[config.mk]
export PLATFORM = sky130hd
export DESIGN_NAME = rvi_controller
export DESIGN_NICKNAME = d
export VERILOG_FILES = /design/src/design/rvi_pkg.sv /design/src/design/rvi_controller.sv
export SDC_FILE = /design/constraint.sdc
export NUM_CORES = 1
export LEC_CHECK = 0
export BUFFER_PORTS_ARGS = -buffer_cell sky130_fd_sc_hd__buf_4
export CORE_AREA = 5 5 42 44
export CTS_CLUSTER_SIZE = 14
export DETAILED_ROUTE_END_ITERATION = 16
export DIE_AREA = 0 0 47 49
export PLACE_DENSITY = 0.62
export SLEW_MARGIN = 40
export SYNTH_ARGS = -nofsm -noshare
export SYNTH_HDL_FRONTEND = slang
export SYNTH_SLANG_ARGS = --single-unit
export TNS_END_PERCENT = 30
[constraint.sdc]
create_clock -name clk -period 1.8 [get_ports clk]
set_clock_uncertainty 0.1 [all_clocks]
set_input_delay 0.36 -clock clk [delete_from_list [all_inputs] [get_ports clk]]
set_output_delay 0.36 -clock clk [all_outputs]
set_load 0.01 [all_outputs]
[src/design/rvi_pkg.sv]
// shared constants, types and control structs of the relative vigor index
package rvi_pkg;

  // fixed field widths of the stream and config ports
  localparam int FIELD_BITS    = 24;
  localparam int IN_DATA_BITS  = 4 * FIELD_BITS;
  localparam int WIN_BITS      = 9;
  localparam int BARS_BITS     = 10;
  localparam int RATIO_BITS    = 18;
  localparam int OUT_DATA_BITS = 24;

  // defaults of the top level parameters
  localparam int DEFAULT_MAX_WINDOW = 256;
  localparam int DEFAULT_PRICE_BITS = 24;

  // window length after reset
  localparam logic [WIN_BITS-1:0] WINDOW_RESET = WIN_BITS'(10);

  // q1.16 scale and the divider length (17 fraction bits, then rounded)
  localparam int Q_ONE      = 65536;
  localparam int QUO_BITS   = 17;
  localparam int DIV_STEPS  = QUO_BITS;
  localparam int STEP_BITS  = 5;

  // bars needed before the first weighted term
  localparam int WARMUP_BARS = 3;

  typedef enum logic [2:0] {
    ST_IDLE,
    ST_CALC,
    ST_SUM,
    ST_PREP,
    ST_DIV,
    ST_FINISH
  } state_t;

  // controller to datapath commands
  typedef struct packed {
    logic capture;
    logic calc;
    logic sum;
    logic prep;
    logic div_step;
    logic load_out;
  } cmd_t;

  // datapath to controller status
  typedef struct packed {
    logic out_busy;
  } status_t;

endpackage

[src/design/rvi_controller.sv]
// controller: sequences one bar through terms, sums, divider and output
module rvi_controller (
  input  logic             clk,
  input  logic             rst,
  input  logic             in_valid,
  output logic             in_ready,
  input  rvi_pkg::status_t status,
  output rvi_pkg::cmd_t    cmd
);
  import rvi_pkg::*;

  state_t               state;
  state_t               state_next;
  logic [STEP_BITS-1:0] step_count;

  // state register
  always_ff @(posedge clk) begin
    if (rst) begin
      state <= ST_IDLE;
    end else begin
      state <= state_next;
    end
  end

  // divider step counter
  always_ff @(posedge clk) begin
    if (rst || state == ST_PREP) begin
      step_count <= '0;
    end else if (state == ST_DIV) begin
      step_count <= step_count + STEP_BITS'(1);
    end
  end

  // next state
  always_comb begin
    state_next = state;
    unique case (state)
      ST_IDLE:   if (in_valid) state_next = ST_CALC;
      ST_CALC:   state_next = ST_SUM;
      ST_SUM:    state_next = ST_PREP;
      ST_PREP:   state_next = ST_DIV;
      ST_DIV:    if (step_count == STEP_BITS'(DIV_STEPS - 1)) state_next = ST_FINISH;
      ST_FINISH: if (!status.out_busy) state_next = ST_IDLE;
      default:   state_next = ST_IDLE;
    endcase
  end

  // outputs
  always_comb begin
    cmd      = '0;
    in_ready = 1'b0;
    unique case (state)
      ST_IDLE: begin
        in_ready    = 1'b1;
        cmd.capture = in_valid;
      end
      ST_CALC:   cmd.calc     = 1'b1;
      ST_SUM:    cmd.sum      = 1'b1;
      ST_PREP:   cmd.prep     = 1'b1;
      ST_DIV:    cmd.div_step = 1'b1;
      ST_FINISH: cmd.load_out = !status.out_busy;
      default: begin
        cmd      = '0;
        in_ready = 1'b0;
      end
    endcase
  end

endmodule

==> results of run 1 <==
[registers in the layout, indices dropped and copies added (netlist names)]
name,count
state,3
step_count,5
[Yosys cell counts]
cell type	n	area, um2
and2b_1	1	7.51
nor4bb_1	1	10.0
nor3b_1	1	7.51
or3_1	3	18.8
xnor2_1	1	8.76
a21oi_1	6	30.0
a221oi_1	1	8.76
and3_1	1	6.26
nand2_1	4	15.0
buf_2	1	5.00
clkbuf_2	1	5.00
and2_1	2	12.5
inv_1	7	26.3
buf_6	1	11.3
nand2b_1	1	6.26
dfxtp_1	8	160
ha_1	2	25.0
o21ai_0	5	25.0
a211o_1	1	8.76
or3b_1	1	8.76
nor3_1	2	10.0
nand3_1	2	10.0
nand3b_1	1	7.51
nor2_1	1	3.75
nor4b_1	1	8.76
[timing repair]
| action | in CTS | in global routing |
|---|---|---|
| gates resized for setup | 3 | 2 |
| pin swaps | 0 | 0 |
| buffers inserted | 0 | 2 |
| setup endpoints to repair | 1 | 1 |
[cells by family after synthesis]
family	share of synthesized area (%)
AOI/OAI and AO/OA	16.2
xor gates and xnor gates	1.96
adders and majority gates	5.60
buffers and inverters	10.6
DFF	35.9
and+or+nand+nor	29.7
[power breakdown]
group	total, mW	internal [mW]	switching [mW]
Sequential	0.203	0.188	0.0156
Clock	0.139	0.0764	0.0628
Combinational	0.116	0.0636	0.0522
Total	0.458	0.328	0.131
[critical path, stage by stage, from the launching register on]
cell and delay, ps:
dfxtp_2 370, or3b_4 440, inv_2 80, buf_4 110
[worst min-delay path by stage]
stage / end / slack, ps / from / cells past startpoint
final: state[1] / 180 / rst / 2
after global routing: state[1] / 180 / rst / 2
after CTS: state[1] / 180 / rst / 2
after detailed placement: step_count[0] / 380 / step_count[0] / 2
after global placement: step_count[0] / 380 / step_count[0] / 2
after floorplan: state[2] / 330 / rst / 1
[per-stage QoR]
stage	cell area, um2	util, %
6_report	573	40.9
3_5_place_dp	528	37.7
3_3_place_gp	528	37.7
5_1_grt	573	40.9
2_1_floorplan	447	-
4_1_cts	556	39.6
[cell type report]
class                           count  share of cell area, %
Inverter                            7                   4.59
Timing Repair Buffer               13                   17.0
Clock buffer                        3                   3.93
Tap cell                           16                   3.49
Multi-Input combinational cell     38                   42.1
Sequential cell                     8                   28.8
[cells in the final DEF, fill, tap and decap left out, drive strengths merged]
cell	count
nand3b	1
xnor2	1
dfxtp	8
o21ai	5
nor3	2
inv	7
clkbuf	3
a221oi	1
buf	13
ha	2
nand2b	1
a21oi	6
nor3b	1
a211o	1
nand3	2
nor4bb	1
or3b	1
and2b	1
nor4b	1
nand2	4
and3	1
or3	3
and2	2
nor2	1
[per-layer routing]
layer / routed length (um) / vias to the layer above
met2: 435 / 9
met4: 38 / 0
met3: 60 / 5
met1: 424 / 185
li1: - / 218
met5: 0 / -
==> results.tsv, run 1 <==
stage	metric	value	unit
synthesis	sequential_fraction_of_the_synthesis_area	35.9	%
global_routing	track_usage	9.37	%
final_layout	layout-area-overhead-vs-synth	28.3	%
floorplan	floorplan.rows	14	
timing	min_period_over_period	95.3	%
critical_path	crit_path_start	state[1]	
clocking	cts_root_buf	clkbuf_4	
timing	setup_viol	0	
final_layout	fillCellCount	169	
timing	achievable-frequency	583	MHz
floorplan	die_area	2300	um2
critical_path	critPathLaunchType	flip-flop	
detailed_routing	drt_first_pass_iters	2	
timing	maxSlewViolCount	0	
global_routing	globalRoute.busiestLayer	met2	
synthesis	yosys_warnings	0	
floorplan	top_level_ports	11	
detailed_routing	drt_drc_violations_left	0	
clocking	tritoncts	done	
timing	final.setup.tns	0	ps
power	total_leakage_power	0.244	nW
global_routing	first_pass_grt_wire_length	1.55	mm
critical_path	crit-reg2reg-launch	state[1]	
place	hpwlAfterDp	708	um
synthesis	postSynthNetCount	62	
floorplan	initial_core_utilization	31.9	%
detailed_routing	drt_first_iter_violations	9	
global_routing	grt_max_degree	11	
synthesis	synthCells	56	
place	detailedPlace.worstSlack	183	ps
clocking	clock-sinks	8	
final_layout	layout.cells.non_filler	85	
clocking	ctsHoldBuffers	0	
timing	fin_ws	85.5	ps
global_routing	initial_antenna_violation_count	0	
clocking	htreeDepth	1	
flow_run	max_cap_violations	0	
final_layout	seqCellArea	165	um2
power	power.density	800	nW/um2
detailed_routing	vias_per_cell	4.91	
timing	post_layout_min_period	1710	ps
critical_path	critPathArrivalTime	1250	ps
global_routing	grt_remaining_overflow	0	
global_routing	use_met3	3.32	%
global_routing	groute.layer.met2.usage	13.3	%
global_routing	first_global_vias	370	
detailed_routing	avgRoutedWirePerCell	11.3	um
clocking	cts_buffers	3	
place	port_buffers	10	
global_routing	grt_use_met1	11.0	%
clocking	cts.path.max_buffers	2	
floorplan	fp.coreArea	1400	um2
outcome	run_status	completed	
critical_path	crit_required	1340	ps
timing	hold_slack	184	ps
floorplan	die_height	49	um
final_layout	layout-drive-gt1-share	29.0	%
synthesis	synth_area	447	um2
critical_path	cp-end-kind	output pin	
power	ir_drop	0.000429	V
critical_path	r2r_cells	4	
place	gp_congestion	0.832	
min_path	worstHoldPathType	input port to flip-flop	
critical_path	critical_path.reg2reg.endpoint	step_count[3]	
critical_path	critical_path.endpoint	cmd[1]	
timing	worstMarginPinSlew	268	ps
place	dpl.cell_count	80	
final_layout	combined_area_of_the_multi_input_logic_cells	241	um2
clocking	insertion_delay	260	ps
timing	maxSlewHeadroom	81.9	%
timing	rsz0062_at_grt	no	
critical_path	critical_path.max_fanout	10	
critical_path	reg2reg_setup_slack	200	ps
clocking	cts.reportedPaths.clkPinSlew	50	ps
floorplan	die_width	47	um
detailed_routing	num_vias	417	
synthesis	synth_seq_cells	8	
critical_path	path_class	flip-flop to output pin	
final_layout	antenna_cells_inserted	0	
synthesis	netlist_cell_types	25	
final_layout	final_nets	77	
detailed_routing	totalWireLength	959	um
timing	timing_hold_violations_final	0	
power	p_total	0.458	mW
synthesis	postSynthAreaPerCell	7.98	um2
detailed_routing	antenna_violating_nets_post_route	0	
(Power assumes the default switching activity.)
==> run 2: changes to the inputs <==
CTS_BUF_LIST = sky130_fd_sc_hd__clkbuf_8   (was unset)
==> run 2 against run 1 <==
Net effect: die area stayed put; highest routed layer unchanged; fmax is 0.43% lower; sequential power hardly changed; count of clock-buffer cells in the layout stayed put.
==> results.tsv, run 2 (synthesis gave the netlist of run 1 again) <==
stage	metric	value	unit	change
power	power.density	910	nW/um2	was 800 nW/um2
final_layout	final_cell_mix	buf_4, inv_1, a21oi_1, dfxtp_1, o21ai_0		unchanged
global_routing	grt_max_degree	11		unchanged
clocking	ctsHoldBuffers	0		unchanged
final_layout	layout.cells.non_filler	85		unchanged
clocking	cts_buffers	3		unchanged
detailed_routing	drt_first_iter_violations	9		unchanged
floorplan	die_height	49	um	unchanged
clocking	clock-sinks	8		unchanged
final_layout	mostFrequentLayoutCell	buf_4		unchanged
flow_run	max_cap_violations	0		unchanged
final_layout	flip_flop_count_of_the_largest_register_all_copies_and_words_added	5		unchanged
min_path	worstHoldPathType	input port to flip-flop		unchanged
final_layout	final_cell_area	589	um2	was 573 um2
timing	maxSlewViolCount	0		unchanged
detailed_routing	drt_first_pass_iters	3		was 2
timing	achievable-frequency	581	MHz	was 583 MHz
timing	rsz0062_at_grt	no		unchanged
critical_path	path_class	flip-flop to output pin		unchanged
clocking	htreeDepth	1		unchanged
outcome	run_status	completed		unchanged
timing	fin_ws	78.0	ps	was 85.5 ps
timing	min_period_over_period	95.7	%	was 95.3%
final_layout	regMostFlops	step_count		unchanged
detailed_routing	antenna_violating_nets_post_route	0		unchanged
critical_path	critical_path.max_fanout	7		was 10
final_layout	antenna_cells_inserted	0		unchanged
detailed_routing	totalWireLength	954	um	was 959 um
place	hpwlAfterDp	708	um	unchanged
floorplan	initial_core_utilization	31.9	%	unchanged
timing	setup_viol	0		unchanged
critical_path	cp-end-kind	output pin		unchanged
timing	final.setup.tns	0	ps	unchanged
global_routing	initial_antenna_violation_count	0		unchanged
floorplan	die_width	47	um	unchanged
detailed_routing	avgRoutedWirePerCell	11.2	um	was 11.3 um
clocking	insertion_delay	230	ps	was 260 ps
timing	timing_hold_violations_final	0		unchanged
final_layout	final_util	42.1	%	was 40.9%
clocking	cts.reportedPaths.clkPinSlew	40	ps	was 50 ps
place	port_buffers	10		unchanged
clocking	cts_root_buf	clkbuf_8		was clkbuf_4
detailed_routing	num_vias	418		was 417
floorplan	die_area	2300	um2	unchanged
global_routing	grt_remaining_overflow	0		unchanged
final_layout	final_nets	77		unchanged
critical_path	critPathLaunchType	flip-flop		unchanged
global_routing	track_usage	9.51	%	was 9.37%
final_layout	fillCellCount	166		was 169
critical_path	crit_required	1340	ps	about the same
floorplan	floorplan.rows	14		unchanged
detailed_routing	drt_drc_violations_left	0		unchanged
place	detailedPlace.worstSlack	183	ps	unchanged
power	ir_drop	0.000517	V	was 0.000429 V
global_routing	first_global_vias	372		was 370
timing	maxSlewHeadroom	82.5	%	was 81.9%
place	gp_congestion	0.832		unchanged
timing	worstMarginPinSlew	258	ps	was 268 ps
global_routing	first_pass_grt_wire_length	1.57	mm	was 1.55 mm
timing	post_layout_min_period	1720	ps	was 1710 ps
final_layout	layout-area-overhead-vs-synth	31.9	%	was 28.3%
final_layout	layout_top_registers	step_count (5), state (3)		unchanged
detailed_routing	vias_per_cell	4.92		was 4.91
clocking	tritoncts	done		unchanged
floorplan	top_level_ports	11		unchanged
final_layout	layout-drive-gt1-share	27.5	%	was 29.0%
place	dpl.cell_count	80		unchanged
place	dpl_cell_area	528	um2	unchanged
critical_path	critPathArrivalTime	1260	ps	was 1250 ps
power	total_leakage_power	0.254	nW	was 0.244 nW
clocking	cts.path.max_buffers	2		unchanged
floorplan	fp.coreArea	1400	um2	unchanged
run 2: cell counts in the layout (fill, tap and decap cells not counted):
Identical to the previous run, type by type.
run 2: power by group:
group,switching (mW),internal [mW],total (mW),leakage [nW]
Clock,0.0708,0.145,0.216,0.0216
Combinational,0.0522,0.0636,0.116,0.166
Sequential,0.0155,0.190,0.205,0.0657
run 2: critical path, stage by stage, from the launching register on:
cell and delay (ps):
dfxtp_2 380, or3b_4 430, inv_1 100, buf_4 120
run 2: layout make-up:
class / instances / area (um2) / share of cell area [%]
well taps: 16 / 20.0 / 3.40
flip-flops and latches: 8 / 163 / 27.6
repair buffers: 13 / 97.6 / 16.6
multi-input cells: 38 / 241 / 41.0
inverters: 7 / 26.3 / 4.46
clock buffers: 3 / 41.3 / 7.01
run 2: worst paths after layout:
path | from | endpoint | slack, ps | cells after the start
setup / recovery | state[2] | cmd[1] | 80 | 3
hold / removal | rst | state[1] | 210 | 2
setup reg to reg | state[2] | step_count[3] | 200 | 4
hold reg to reg | step_count[0] | step_count[0] | 390 | 2
run 2: metrics by stage:
stage          power [mW]  hold WS, ps
2_1_floorplan       0.276          329
3_3_place_gp        0.318          380
3_5_place_dp        0.319          381
4_1_cts             0.540          219
5_1_grt             0.569          222
6_report            0.536          215
run 2: timing repair:
item,4_1_cts,5_1_grt
resized for setup,1,2
endpoints found under the setup margin,1,2
setup buffers,0,2
gates cloned,0,0
run 2: metal layers:
metal	global-route usage [%]	vias to the layer above	routed length (um)
li1	-	217	-
met1	11.2	187	425
met2	13.6	9	432
met3	3.32	5	64
met4	6.91	0	32
met5	0	-	0
==> run 3: changes to the inputs <==
ABC_AREA = 1   (was unset)
PLACE_DENSITY = 0.67   (was 0.62)
==> run 3 against run 2 <==
Net effect: sequential share of layout area decreased by 1.8 points; area after synthesis up 12%; total power increased by 75%; count of clock-buffer cells in the layout is the same; register-to-register slack improved by 340 ps; largest cell class unchanged; sequential cell count is the same; critical path depth unchanged; cell count is 14% higher; via count rose by 11%; first-iteration DRC count is 44% lower; critical endpoint is now cmd[0]; clock power about the same.
==> results.tsv, run 3 <==
stage	metric	value	unit	change
outcome	run_status	completed		unchanged
critical_path	crit_required	1340	ps	about the same
global_routing	initial_antenna_violation_count	0		unchanged
synthesis	yosys_warnings	0		unchanged
timing	timing_hold_violations_final	0		unchanged
detailed_routing	avgRoutedWirePerCell	10.6	um	was 11.2 um
floorplan	die_height	49	um	unchanged
floorplan	die_width	47	um	unchanged
synthesis	synth_seq_cells	8		unchanged
final_layout	seqCellArea	161	um2	was 163 um2
synthesis	synthDominantAreaCellType	dfxtp_1		unchanged
place	gp_congestion	0.831		was 0.832
clocking	tritoncts	done		unchanged
critical_path	critPathLaunchType	flip-flop		unchanged
global_routing	first_global_vias	421		was 372
critical_path	crit_path_start	state[2]		unchanged
floorplan	top_level_ports	11		unchanged
detailed_routing	antenna_violating_nets_post_route	0		unchanged
critical_path	crit-reg2reg-launch	step_count[0]		was state[2]
global_routing	grt_max_degree	9		was 11
timing	min_period_over_period	87.5	%	was 95.7%
final_layout	regMostFlops	step_count		unchanged
critical_path	cp-end-kind	output pin		unchanged
power	power.density	1500	nW/um2	was 910 nW/um2
place	detailedPlace.worstSlack	363	ps	was 183 ps
timing	fin_ws	226	ps	was 78.0 ps
min_path	worstHoldPathType	input port to flip-flop		unchanged
clocking	cts.reportedPaths.clkPinSlew	40	ps	about the same
flow_run	max_cap_violations	0		unchanged
synthesis	sequential_fraction_of_the_synthesis_area	32.1	%	was 35.9%
final_layout	fillCellCount	154		was 166
timing	post_layout_min_period	1570	ps	was 1720 ps
final_layout	final_nets	89		was 77
power	ir_drop	0.000723	V	was 0.000517 V
timing	hold_slack	218	ps	was 215 ps
timing	final.setup.tns	0	ps	unchanged
detailed_routing	totalWireLength	1.03	mm	was 954 um
synthesis	netlist_cell_types	20		was 25
global_routing	first_pass_grt_wire_length	1.73	mm	was 1.57 mm
min_path	timing.hold.worst.start	rst		unchanged
synthesis	synth_top_cells_by_area	dfxtp_1, nand2_1, inv_1		was dfxtp_1, a21oi_1, inv_1
synthesis	yosys.area.top_type_share	32.1	%	was 35.9%
global_routing	grt_remaining_overflow	0		unchanged
final_layout	mostFrequentLayoutCell	nand2_1		was buf_4
synthesis	top_cells_by_instance_count_after_synthesis	nand2_1, dfxtp_1, inv_1		was dfxtp_1, inv_1, a21oi_1
clocking	cts_root_buf	clkbuf_8		unchanged
final_layout	layout-area-overhead-vs-synth	25.3	%	was 31.9%
detailed_routing	drt_drc_violations_left	0		unchanged
timing	setup_viol	0		unchanged
detailed_routing	drt_first_pass_iters	4		was 3
power	p_total	0.936	mW	was 0.536 mW
place	dpl.cell_count	94		was 80
floorplan	fp.coreArea	1400	um2	unchanged
global_routing	track_usage	10.3	%	was 9.51%
critical_path	critPathArrivalTime	1110	ps	was 1260 ps
final_layout	layout.cells.non_filler	97		was 85
synthesis	synthCells	69		was 56
detailed_routing	num_vias	464		was 418
final_layout	combined_area_of_the_multi_input_logic_cells	284	um2	was 241 um2
clocking	clock-sinks	8		unchanged
floorplan	initial_core_utilization	35.6	%	was 31.9%
final_layout	layout-drive-gt1-share	25.9	%	was 27.5%
critical_path	path_class	flip-flop to output pin		unchanged
clocking	insertion_delay	230	ps	about the same
place	port_buffers	10		unchanged
synthesis	postSynthAreaPerCell	7.24	um2	was 7.98 um2
timing	worstMarginPinSlew	268	ps	was 258 ps
floorplan	die_area	2300	um2	unchanged
clocking	htreeDepth	1		unchanged
detailed_routing	vias_per_cell	4.78		was 4.92
critical_path	critical_path.max_fanout	8		was 7
timing	maxSlewViolCount	0		unchanged
clocking	ctsHoldBuffers	0		unchanged
power	total_leakage_power	0.307	nW	was 0.254 nW
floorplan	floorplan.rows	14		unchanged
timing	maxSlewHeadroom	82.0	%	was 82.5%
final_layout	antenna_cells_inserted	0		unchanged
synthesis	synth-edff-count	0		unchanged
synthesis	ys_dominant_reg_cell	dfxtp_1		unchanged
detailed_routing	drt_first_iter_violations	5		was 9
synthesis	synth_area	499	um2	was 447 um2
synthesis	async_flop_share	0	%	unchanged
synthesis	postSynthNetCount	75		was 62
final_layout	flip_flop_count_of_the_largest_register_all_copies_and_words_added	5		unchanged
clocking	cts_buffers	3		unchanged
place	hpwlAfterDp	825	um	was 708 um
timing	rsz0062_at_grt	no		unchanged
clocking	cts.path.max_buffers	2		unchanged
synthesis	yosys.cell_count.top_type	nand2_1		was dfxtp_1
final_layout	final_cell_mix	nand2_1, buf_4, inv_1		was buf_4, inv_1, a21oi_1, dfxtp_1, o21ai_0
timing	achievable-frequency	635	MHz	was 581 MHz
final_layout	layout_top_registers	step_count (5), state (3)		unchanged
==> run 3: cells by family after synthesis <==
kind of cell    Yosys count  synth area share, %
compound gates            7                 9.02
xor+xnor                  2                 3.51
fa+ha+maj                 2                 5.01
buf+inv                  12                 11.0
flops                     8                 32.1
simple gates             38                 39.3
==> run 3: through the flow <==
step / area [um2] / util (%)
detailed placement: 583 / 41.6
global route: 626 / 44.6
finish: 626 / 44.6
global placement: 583 / 41.6
floorplan: 499 / -
CTS: 624 / 44.6
==> run 3: final timing paths <==
kind | end | slack (ps) | cells after the start
max | cmd[0] | 230 | 3
min | state[1] | 220 | 2
min reg2reg | step_count[4] | 390 | 2
max reg2reg | state[2] | 540 | 9
==> run 3: cell type report <==
cell class	instances	share of cell area (%)
Timing Repair Buffer	10	12.0
Sequential cell	8	25.8
Multi-Input combinational cell	49	45.4
Clock buffer	3	6.60
Tap cell	16	3.20
Inverter	11	7.00
==> run 3: report_power, final <==
group | internal (mW) | leakage (nW) | switching, mW
clock network | 0.145 | 0.0216 | 0.0684
logic | 0.179 | 0.220 | 0.260
registers | 0.223 | 0.0657 | 0.0611
total | 0.547 | 0.307 | 0.389
==> run 3: worst max-delay path: stages, from the launching register on <==
cell     delay [ps]
dfxtp_2         410
inv_4            80
nor4_1          230
buf_4           170
==> run 3: per-layer routing <==
layer	track usage (%)	routed length [um]	part of all wire, %
met3	3.32	74	7.2
met2	16.3	484	47
met4	5.53	17	1.7
met1	11.6	451	44
met5	0	0	0
==> run 3: timing repair <==
item                                    4_1_cts  5_1_grt
resized for setup                             0        1
buffers inserted                              0        0
endpoints found under the hold margin         0        0
endpoints found under the setup margin        0        1
